--- src/rtl/core/som_chain_training_step_top_macros.svh ---
// assertion helpers for the kohonen chain block
`ifndef SOM_CHAIN_TRAINING_STEP_TOP_MACROS_SVH
`define SOM_CHAIN_TRAINING_STEP_TOP_MACROS_SVH
`ifndef NO_ASSERTIONS
// same-cycle implication on clk, quiet during reset
`define SOM_ASSERT_NOW(label, ante, cons) \
	label: assert property (@(posedge clk) disable iff (!arst_n) (ante) |-> (cons)) \
		else $error("som assertion failed");
// next-cycle implication on clk, quiet during reset
`define SOM_ASSERT_NEXT(label, ante, cons) \
	label: assert property (@(posedge clk) disable iff (!arst_n) (ante) |=> (cons)) \
		else $error("som assertion failed");
`else
`define SOM_ASSERT_NOW(label, ante, cons)
`define SOM_ASSERT_NEXT(label, ante, cons)
`endif
`endif

--- src/rtl/core/som_pkg.sv ---
package som_pkg;

	// field widths
	localparam int KIND_W = 2;
	localparam int IDX_W = 6;
	localparam int COORD_W = 16;
	localparam int DIST_W = 32;
	localparam int GAIN_W = 17;
	localparam int CFG_IDX_W = 3;
	localparam int GAIN_COUNT = 6;
	localparam int NUM_NEURONS_DEF = 64;
	localparam int ONE_Q14 = 16384;

	// item kinds
	localparam logic [KIND_W-1:0] KIND_LOAD = 2'd0;
	localparam logic [KIND_W-1:0] KIND_TRAIN = 2'd1;
	localparam logic [KIND_W-1:0] KIND_READ = 2'd2;

	// gain register reset values, q16
	localparam logic [GAIN_W-1:0] GAIN_RESET [GAIN_COUNT] = '{
		17'd13107, 17'd6001, 17'd576, 17'd12, 17'd0, 17'd0
	};

	// one neuron weight as stored
	typedef struct packed {
		logic signed [COORD_W-1:0] y;
		logic signed [COORD_W-1:0] x;
	} wpair_t;

	// operands of the shared multiplier pair
	typedef struct packed {
		logic signed [17:0] ax;
		logic signed [17:0] bx;
		logic signed [17:0] ay;
		logic signed [17:0] by;
	} mul_op_t;

	// registered products
	typedef struct packed {
		logic signed [35:0] x;
		logic signed [35:0] y;
	} mul_res_t;

	// saturate to +-1.0 in q2.14
	function automatic logic signed [COORD_W-1:0] clamp_q14(input logic signed [20:0] v);
		logic signed [COORD_W-1:0] r;
		if (v > 21'(ONE_Q14)) begin
			r = 16'(ONE_Q14);
		end else if (v < -21'(ONE_Q14)) begin
			r = -16'(ONE_Q14);
		end else begin
			r = signed'(v[COORD_W-1:0]);
		end
		return r;
	endfunction

endpackage

--- src/rtl/core/som_mul.sv ---
module som_mul import som_pkg::*; (
	input  logic     clk,
	input  mul_op_t  op,
	output mul_res_t res
);

	mul_res_t res_q;

	// two signed 18x18 products, one per coordinate
	always_ff @(posedge clk) begin
		res_q.x <= op.ax * op.bx;
		res_q.y <= op.ay * op.by;
	end

	assign res = res_q;

endmodule

--- config.mk ---
export PLATFORM = sky130hd
export DESIGN_NAME = som_mul
export DESIGN_NICKNAME = d
export VERILOG_FILES = /design/src/rtl/core/som_chain_training_step_top_macros.svh /design/src/rtl/core/som_pkg.sv /design/src/rtl/core/som_mul.sv
export SDC_FILE = /design/constraint.sdc
export NUM_CORES = 2
export LEC_CHECK = 0
export BUFFER_PORTS_ARGS = -buffer_cell sky130_fd_sc_hd__clkbuf_2
export CORE_UTILIZATION = 40
export CTS_CLUSTER_DIAMETER = 100
export DETAILED_ROUTE_END_ITERATION = 16
export PLACE_DENSITY = 0.66
export SYNTH_ARGS = -nofsm -noshare
export SYNTH_HDL_FRONTEND = slang
export SYNTH_SLANG_ARGS = --single-unit
--- constraint.sdc ---
create_clock -name clk -period 18.6 [get_ports clk]
set_input_delay 2.79 -clock clk [delete_from_list [all_inputs] [get_ports clk]]
set_output_delay 2.79 -clock clk [all_outputs]
set_load 0.01 [all_outputs]
==> key figures <==
Synth
  – Area leader, netlist: fa_1
  – Ys flop type: dfxtp_1
  – Area contributors post-synth: fa_1 51%, inv_1 11%, ha_1 9.1%
  – Async SR Flop Fraction: 0
  – Synth top area share: 0.5134
  – Gate count after technology mapping: 2747
  – Mapped Area: about 26000 µm²
  – Number of synthesized flops with an enable pin: 0
  – Sequential area share after synthesis: 0.05618
  – Most frequent cell after synthesis: inv_1
  – Post-synth net total: 3664
  – Synth cell types: 59
  – YS warnings: 0
  – Flops & latches, synth: a little over 70
  – Post-synthesis average cell area: roughly 9.3 µm²
  – Synth cell count leaders: 743 x inv_1, 658 x fa_1, 329 x and2_1

Global route
  – Global-route wire length before repair: 97.59 mm
  – Total track usage: 0.1938
  – Antenna violations before repair: 0
  – Largest net degree at the start of global routing: 19
  – Overflow after GRT: 0
  – Vias in the first global route: around 19000

Routing
  – DRT Wirelength: 58.31 mm
  – Initial DRC Count: 762
  – Drt first pass iters: 5
  – Post-route DRC: 0
  – Via/cell ratio: 4.800
  – Wirelength per Cell: 15.90 µm
  – Vias: between 15000 and 20000
  – Number of antenna-violating nets in the routed design: 0

Min path
  – Hold path start: op[0]
  – Hold depth: 2
  – Hold EP: res[0]
  – HP Class: in2reg

Place
  – IO buf count: 144
  – Gpl congestion: 0.8350
  – Post-DP HPWL: approximately 49 mm

Floorplanning
  – Starting density of the core: 0.4060
  – Die width: 255.3 µm
  – I/O pin count: 145
  – Core region area: 63200 µm²
  – Die Ht: between 200 and 300 µm
  – Die area: around 65000 µm²
  – # rows: 92

Worst setup path
  – Critical path arrival: approximately 10000 ps
  – Crit Path Max Fanout: 18
  – Slowest-stage cell, CP: nor3_1
  – Crit end category: register
  – Crit path required time: 18860 ps
  – Critical Path Source Type: primary input
  – CP Launch Point: op[35]
  – CP Class: in2reg
  – Crit path top cell by count: inv_1
  – Max stage delay on crit path: 910 ps

Clocking
  – Hold_buf cts: 0
  – # clock sinks: about 70
  – Clk buf depth: 2
  – CTS tree: built
  – Root Buffer: clkbuf_16
  – Post-CTS Resized: 0
  – Clock Pin Slew Worst Setup and Hold Paths: 70 ps
  – H-tree Lvls: 3
  – Post-CTS setup buffer count: 0
  – Inserted Clock Buffers: 9

Final layout
  – Layout cells sized above 1: 0.06243
  – Core Util, Final: 0.4343
  – Area grow syn2layout: 6.964%
  – Max FFs per register: 72
  – Layout Nets: 3731
  – Storage cell area: 1441 µm²
  – Area of the multi-input gates: 21090 µm²
  – Fillers: 6142

Timing
  – Fmax: around 0.1 GHz
  – Final slew viol count: 0
  – Setup TNS: 0 ps
  – Final hold violation count: 0
  – Worst-Margin Slew: 1103 ps
  – RSZ-0062 raised after global routing: no
  – Rel. slew slack: 0.2589
  – Fin crit share: 0.5313
  – Setup violators final: 0
  – Min cycle time layout: 9881 ps

Run
  – Maxcap violations: 0

Outcome
  – Status: finished, final reports clean
## cells in the final DEF, fill, tap and decap left out, types with 14 or more instances in the layout
cell	instances
nand2b_1	14
and2_1	329
ha_1	186
a21oi_1	39
nor2_1	65
dfxtp_1	72
inv_1	743
xor2_1	16
fa_1	658
clkbuf_2	144
a21o_1	20
o21ai_0	24
xnor2_1	52
nand2_1	308
nor3_1	16
## kinds of logic after synthesis
logic type,share of synthesized area
compound gates,0.04350
xor+xnor,0.02321
fa+ha+maj,0.6041
buf+inv,0.1219
flops,0.05618
simple gates,0.1512
## per-stage QoR
step / instances / instance area [µm²] / hold slack [ps] / worst slack, ps
after floorplan: 2747 / 25660 / 2912 / 9712
after global placement: 3649 / 27110 / 3176 / 8271
after detailed placement: 3649 / 27110 / 3177 / 8321
after CTS: 3665 / 27440 / 2808 / 8736
after global routing: 3665 / 27440 / 2883 / 8132
final: 3666 / 27450 / 2845 / 8719
## final cells by class
class,instances,area share
Multi-Input combinational cell,1842,0.7685
Inverter,743,0.1016
Sequential cell,72,0.05252
Tap cell,846,0.03857
Timing Repair Buffer,146,0.02681
Clock buffer,9,0.008206
Clock inverter,7,0.003738
Antenna cell,1,0.00009118
## worst max path at each step
stage / end
2_1_floorplan: res[35]
3_3_place_gp: res[35]
3_5_place_dp: res[35]
4_1_cts: res[35]
5_1_grt: res[35]
6_report: res[35]
## per-layer routing
layer	wire, µm	track usage	up-vias
met5	0	0	-
met4	1507	0.06125	0
met3	2427	0.03071	81
met2	28590	0.3189	349
met1	25780	0.2618	9121
li1	-	-	8046
## critical path: cells and delay by family
family,cells,cell delay (ps)
buf+inv,8,1030
compound gates,7,1610
fa+ha+maj,7,3460
simple gates,3,1230
Power is left out: the tool's default activity adds up to more than one toggle a clock period on the data nets, which glitch-free logic cannot reach.
