==> config.mk <==
export PLATFORM = sky130hd
export DESIGN_NAME = som_wmem
export DESIGN_NICKNAME = d
export VERILOG_FILES = /design/src/rtl/core/som_chain_training_step_top_macros.svh /design/src/rtl/core/som_pkg.sv /design/src/rtl/core/som_wmem.sv
export SDC_FILE = /design/constraint.sdc
export NUM_CORES = 2
export LEC_CHECK = 0
export BUFFER_PORTS_ARGS = -buffer_cell sky130_fd_sc_hd__buf_4
export CORE_UTILIZATION = 40
export CTS_CLUSTER_DIAMETER = 150
export DETAILED_ROUTE_END_ITERATION = 8
export GPL_TIMING_DRIVEN = 0
export PLACE_DENSITY_LB_ADDON = 0.12
export SYNTH_ARGS = -nofsm -noshare
export SYNTH_HDL_FRONTEND = slang
export SYNTH_SLANG_ARGS = --single-unit
==> constraint.sdc <==
create_clock -name clk -period 3.7 [get_ports clk]
set_clock_uncertainty 0.15 [all_clocks]
set_input_delay 0.555 -clock clk [delete_from_list [all_inputs] [get_ports clk]]
set_output_delay 0.555 -clock clk [all_outputs]
set_load 0.005 [all_outputs]
==> src/rtl/core/som_chain_training_step_top_macros.svh <==
// assertion helpers for the kohonen chain block
`ifndef SOM_CHAIN_TRAINING_STEP_TOP_MACROS_SVH
`define SOM_CHAIN_TRAINING_STEP_TOP_MACROS_SVH
`ifndef NO_ASSERTIONS
// same-cycle implication on clk, quiet during reset
`define SOM_ASSERT_NOW(label, ante, cons) \
	label: assert property (@(posedge clk) disable iff (!arst_n) (ante) |-> (cons)) \
		else $error("som assertion failed");
// next-cycle implication on clk, quiet during reset
`define SOM_ASSERT_NEXT(label, ante, cons) \
	label: assert property (@(posedge clk) disable iff (!arst_n) (ante) |=> (cons)) \
		else $error("som assertion failed");
`else
`define SOM_ASSERT_NOW(label, ante, cons)
`define SOM_ASSERT_NEXT(label, ante, cons)
`endif
`endif

==> src/rtl/core/som_pkg.sv <==
package som_pkg;

	// field widths
	localparam int KIND_W = 2;
	localparam int IDX_W = 6;
	localparam int COORD_W = 16;
	localparam int DIST_W = 32;
	localparam int GAIN_W = 17;
	localparam int CFG_IDX_W = 3;
	localparam int GAIN_COUNT = 6;
	localparam int NUM_NEURONS_DEF = 64;
	localparam int ONE_Q14 = 16384;

	// item kinds
	localparam logic [KIND_W-1:0] KIND_LOAD = 2'd0;
	localparam logic [KIND_W-1:0] KIND_TRAIN = 2'd1;
	localparam logic [KIND_W-1:0] KIND_READ = 2'd2;

	// gain register reset values, q16
	localparam logic [GAIN_W-1:0] GAIN_RESET [GAIN_COUNT] = '{
		17'd13107, 17'd6001, 17'd576, 17'd12, 17'd0, 17'd0
	};

	// one neuron weight as stored
	typedef struct packed {
		logic signed [COORD_W-1:0] y;
		logic signed [COORD_W-1:0] x;
	} wpair_t;

	// operands of the shared multiplier pair
	typedef struct packed {
		logic signed [17:0] ax;
		logic signed [17:0] bx;
		logic signed [17:0] ay;
		logic signed [17:0] by;
	} mul_op_t;

	// registered products
	typedef struct packed {
		logic signed [35:0] x;
		logic signed [35:0] y;
	} mul_res_t;

	// saturate to +-1.0 in q2.14
	function automatic logic signed [COORD_W-1:0] clamp_q14(input logic signed [20:0] v);
		logic signed [COORD_W-1:0] r;
		if (v > 21'(ONE_Q14)) begin
			r = 16'(ONE_Q14);
		end else if (v < -21'(ONE_Q14)) begin
			r = -16'(ONE_Q14);
		end else begin
			r = signed'(v[COORD_W-1:0]);
		end
		return r;
	endfunction

endpackage

==> src/rtl/core/som_wmem.sv <==
module som_wmem import som_pkg::*; #(
	parameter int DEPTH = NUM_NEURONS_DEF,
	parameter int AW = $clog2(NUM_NEURONS_DEF)
) (
	input  logic          clk,
	input  logic          wr_en,
	input  logic [AW-1:0] wr_addr,
	input  wpair_t        wr_data,
	input  logic          rd_en,
	input  logic [AW-1:0] rd_addr,
	output wpair_t        rd_data
);

	wpair_t mem_q [DEPTH];
	wpair_t rd_data_q;

	// write port
	always_ff @(posedge clk) begin
		if (wr_en) begin
			mem_q[wr_addr] <= wr_data;
		end
	end

	// registered read port
	always_ff @(posedge clk) begin
		if (rd_en) begin
			rd_data_q <= mem_q[rd_addr];
		end
	end

	assign rd_data = rd_data_q;

endmodule

==> results.md <==
* Design Power at 50.5 mW
* Initial Utilization at 40.3%
* CP bufs+invs at 5
* Root Buffer: clkbuf_16
* Setup slack, reg-to-reg at 680 ps
* GR Overflow Total at 0
* Placed cell area at 85100 um^2
* Worst setup path category: in -> reg
* Post-synth net total at 3371
* Synth area leaders: edfxtp_1 79%, mux4_2 16%, mux2i_1 1.2%
* Adder-Cell Fraction of Synth Area at 0%
* Clk_lat worst skew at 870 ps
* Final WS setup at -80.8 ps
* Clock transition at path regs at 60 ps
* Clock Path Buffers at 3
* Antenna-violating nets left at 0
* FP Rows at 162
* Cell mode on critical path: buf_2
* FF-to-FF path depth at 4
* Status: finished, violations left
* Synthesis-to-finish area growth at 16.8%
* Area leader, netlist: edfxtp_1
* H-tree depth at 4
* I/O Pins at 79
* Worst path slowest cell: nor2_1
* Post-Synth Simple-Gate Area at 1.26%
* Worst Path Max Fanout at 10
* Die height at 446 um
* Final core utilization at 47.1%
* Hold Path Sink: mem_q[38][8]$_DFFE_PP_
* Register area at 62500 um^2
* Yosys warning count at 0
* Mapped Cells at 3324
* Syn avg cell area at 23.7 um^2
* Die Wd at 446 um
* Synth top area share at 79.2%
* Req. time, crit path at 4090 ps
* P_int at 39.3 mW
* Share of cells above drive strength 1 at 30.7%
* Total global-route track usage at 25.8%
* Min Clock Period, post-route at 3780 ps
* Pin count of the biggest net entering global routing at 65
* Net Sw Power at 11.2 mW
* DRT Wirelength at 254 mm
* # clock sinks at 2080
* Clock power share at 42.5%
* Largest family of logic cells by synthesized area: multiplexers
* Max stage delay on crit path at 600 ps
* Final #Nets at 3745
* Max rail drop VDD at 0.000390 V
* Fillers at 16.1k
* First-pass GRT wire length at 341 mm
* Fin crit share at 102%
* Mapped Area at 78800 um^2
* DP Cell Count at 6105
* Arrival time of the worst setup path at 4170 ps
* CTS tree: built
* Routed len/inst at 39.0 um
* Failing checks: max-capacitance violations, max-slew violations, negative setup slack
* Via count at 38.4k
* Comb pwr share at 5.6%
* Die area at 199000 um^2
* Multi-input gate area in the final layout at 16000 um^2
* XOR/XNOR share of the synthesized area at 0%
* Max transition margin at -2.09%
* RD Place Congestion at 0.838
* Hold Crit Class: in -> reg
* Post-synth EDFFs at 2080
* Antenna violations before repair at 18
* Sw Share at 22.2%
* Final setup viols at 1
* RSZ-0062 raised after global routing: false
* Initial DRT Pass Iterations at 6
* Vias per std cell at 5.90
* Reg power frac at 51.9%
* Port Buffer Count at 70
* Startpoint class of the critical path: input pin
* Core area at 195000 um^2
* Total of max-cap violations at 1
* Lkg Pwr at 28.5 nW
* Worst R2R Start: mem_q[15][9]$_DFFE_PP_
* Critical Path, Cell by Cell: buf_2 -> buf_2 -> buf_2 -> clkbuf_2 -> buf_2 -> mux2i_1 -> a21oi_1 -> a21oi_1 -> nor2_1
* Compound-cell area share of the yosys netlist at 1.67%
* Crit Reg-Reg Endpoint: rd_data[9]$_DFFE_PP_
* Synth cell types at 33
* Drt drc at 0
* #FFs+latches synth at 2080
* Setup crit end kind: flip-flop
* Register area share after synthesis at 79.2%
* Delay-heaviest family, CP: buffers and inverters
* Most used DFF post-synth: edfxtp_1
* Final slew viol count at 11
* Final Hold Viols at 0
* PD cells at 548 nW/um^2
* Iter 0 DRT Violations at 5436
* Number of CTS-inserted buffers at 216
* Slew @ Worst Pin at 1530 ps
* Multiplexer share of the synthesized area at 16.7%
* HP Start: wr_data[8]
* Vias in the first global route at 38.4k
* Fmax at 264 MHz
* Post-synthesis async set-or-reset flop share at 0%
* Post-route cell area at 92100 um^2
* Post-route insts no fill at 6506
* Post-DP HPWL at 162 mm
* Worst Hold Depth at 1
[power groups by stage]
stage	logic, mW	registers (mW)	clock network (mW)
after detailed placement	2.87	26.7	0
after floorplan	1.27	26.7	0
after CTS	2.87	26.2	21.8
after global routing	2.94	26.2	22.6
final	2.85	26.2	21.5
after global placement	2.79	26.7	0
[kinds of logic after synthesis]
group / Yosys count
muxes: 637
AOI/OAI and AO/OA: 202
DFF: 2080
buffers and inverters: 182
and+or+nand+nor: 223
[cell usage after synthesis (all sizes together) (7+ instances only)]
master	instances
edfxtp	2080
mux4	544
nor2	137
buf	108
mux2i	93
o22ai	84
clkbuf	74
a21oi	62
o221ai	27
nand2	26
nor2b	15
a22oi	12
a311oi	8
nand2b	8
nor3	7
[sequential cells by signal (all words and copies together), names as in the netlist]
signal,count
rd_data,32
mem_q,2048
[how the worst max path moves through the flow]
| stage | start | end | slack, ps | cells after the start |
|---|---|---|---|---|
| floorplan | wr_addr[5] | mem_q[39][0]$_DFFE_PP_ | 340 | 4 |
| global placement | wr_addr[1] | mem_q[43][22]$_DFFE_PP_ | -2260 | 4 |
| detailed placement | rd_addr[1] | rd_data[22]$_DFFE_PP_ | -1620 | 9 |
| CTS | rd_addr[1] | rd_data[24]$_DFFE_PP_ | -50 | 9 |
| global route | rd_addr[1] | rd_data[10]$_DFFE_PP_ | 20 | 7 |
| finish | rd_addr[1] | rd_data[24]$_DFFE_PP_ | -80 | 9 |
[per-layer routing]
metal / vias up / share of wire (%) / routed length [um] / GRT usage, %
met5: - / 0 / 0 / 0
met4: 0 / 3.7 / 9360 / 9.11
met3: 360 / 7.3 / 18500 / 4.80
met2: 1691 / 48 / 122000 / 41.3
met1: 21224 / 41 / 104000 / 35.5
li1: 15103 / - / - / -
[worst reg2reg max path: cells and delay by family (launching register included)]
| kind | cells | cell delay [ps] |
|---|---|---|
| AND/OR/NAND/NOR | 1 | 280 |
| AO/OA/AOI/OAI | 1 | 860 |
| multiplexers | 2 | 1030 |
| flip-flops | 1 | 360 |
[stage by stage]
stage,TNS (ps),hold WS [ps],setup slack [ps]
6_report,-80.8,96.5,-80.8
5_1_grt,0,96.2,19.5
4_1_cts,-47.9,48.3,-47.9
3_5_place_dp,-37470,806,-1620
3_3_place_gp,-4023840,801,-2260
2_1_floorplan,0,504,343
[placed cells by master (no fill, tap or decap), drive strengths merged, types with 5 or more instances in the layout]
master	synthesis	routed
diode	0	8
inv	0	9
mux4	544	544
edfxtp	2080	2080
nor2	137	137
nand3b	5	5
or3b	5	5
clkbuf	74	335
clkdlybuf4s15	0	5
nor2b	15	15
mux2i	93	93
a21oi	62	62
clkinv	0	96
nand2	26	26
nor3	7	7
a22oi	12	12
nand2b	8	8
a311oi	8	8
buf	108	264
bufinv	0	20
o22ai	84	84
o221ai	27	27
nand3	5	5
[what timing repair did]
item,CTS,global route
cloned,0,0
endpoints found under the setup margin,28,7
setup buffers,0,3
pin swaps,0,2
hold buffers,0,0
resized for setup,38,20
[area by class of cell]
type | instances | area share, %
diodes | 8 | 0.0217
plain buffers | 178 | 1.03
clock buffers | 266 | 6.14
clock inverters | 128 | 1.33
multi-input cells | 1062 | 17.4
flip-flops and latches | 2080 | 67.8
well taps | 2624 | 3.57
repair buffers | 160 | 2.70
(Power assumes the default switching activity.)
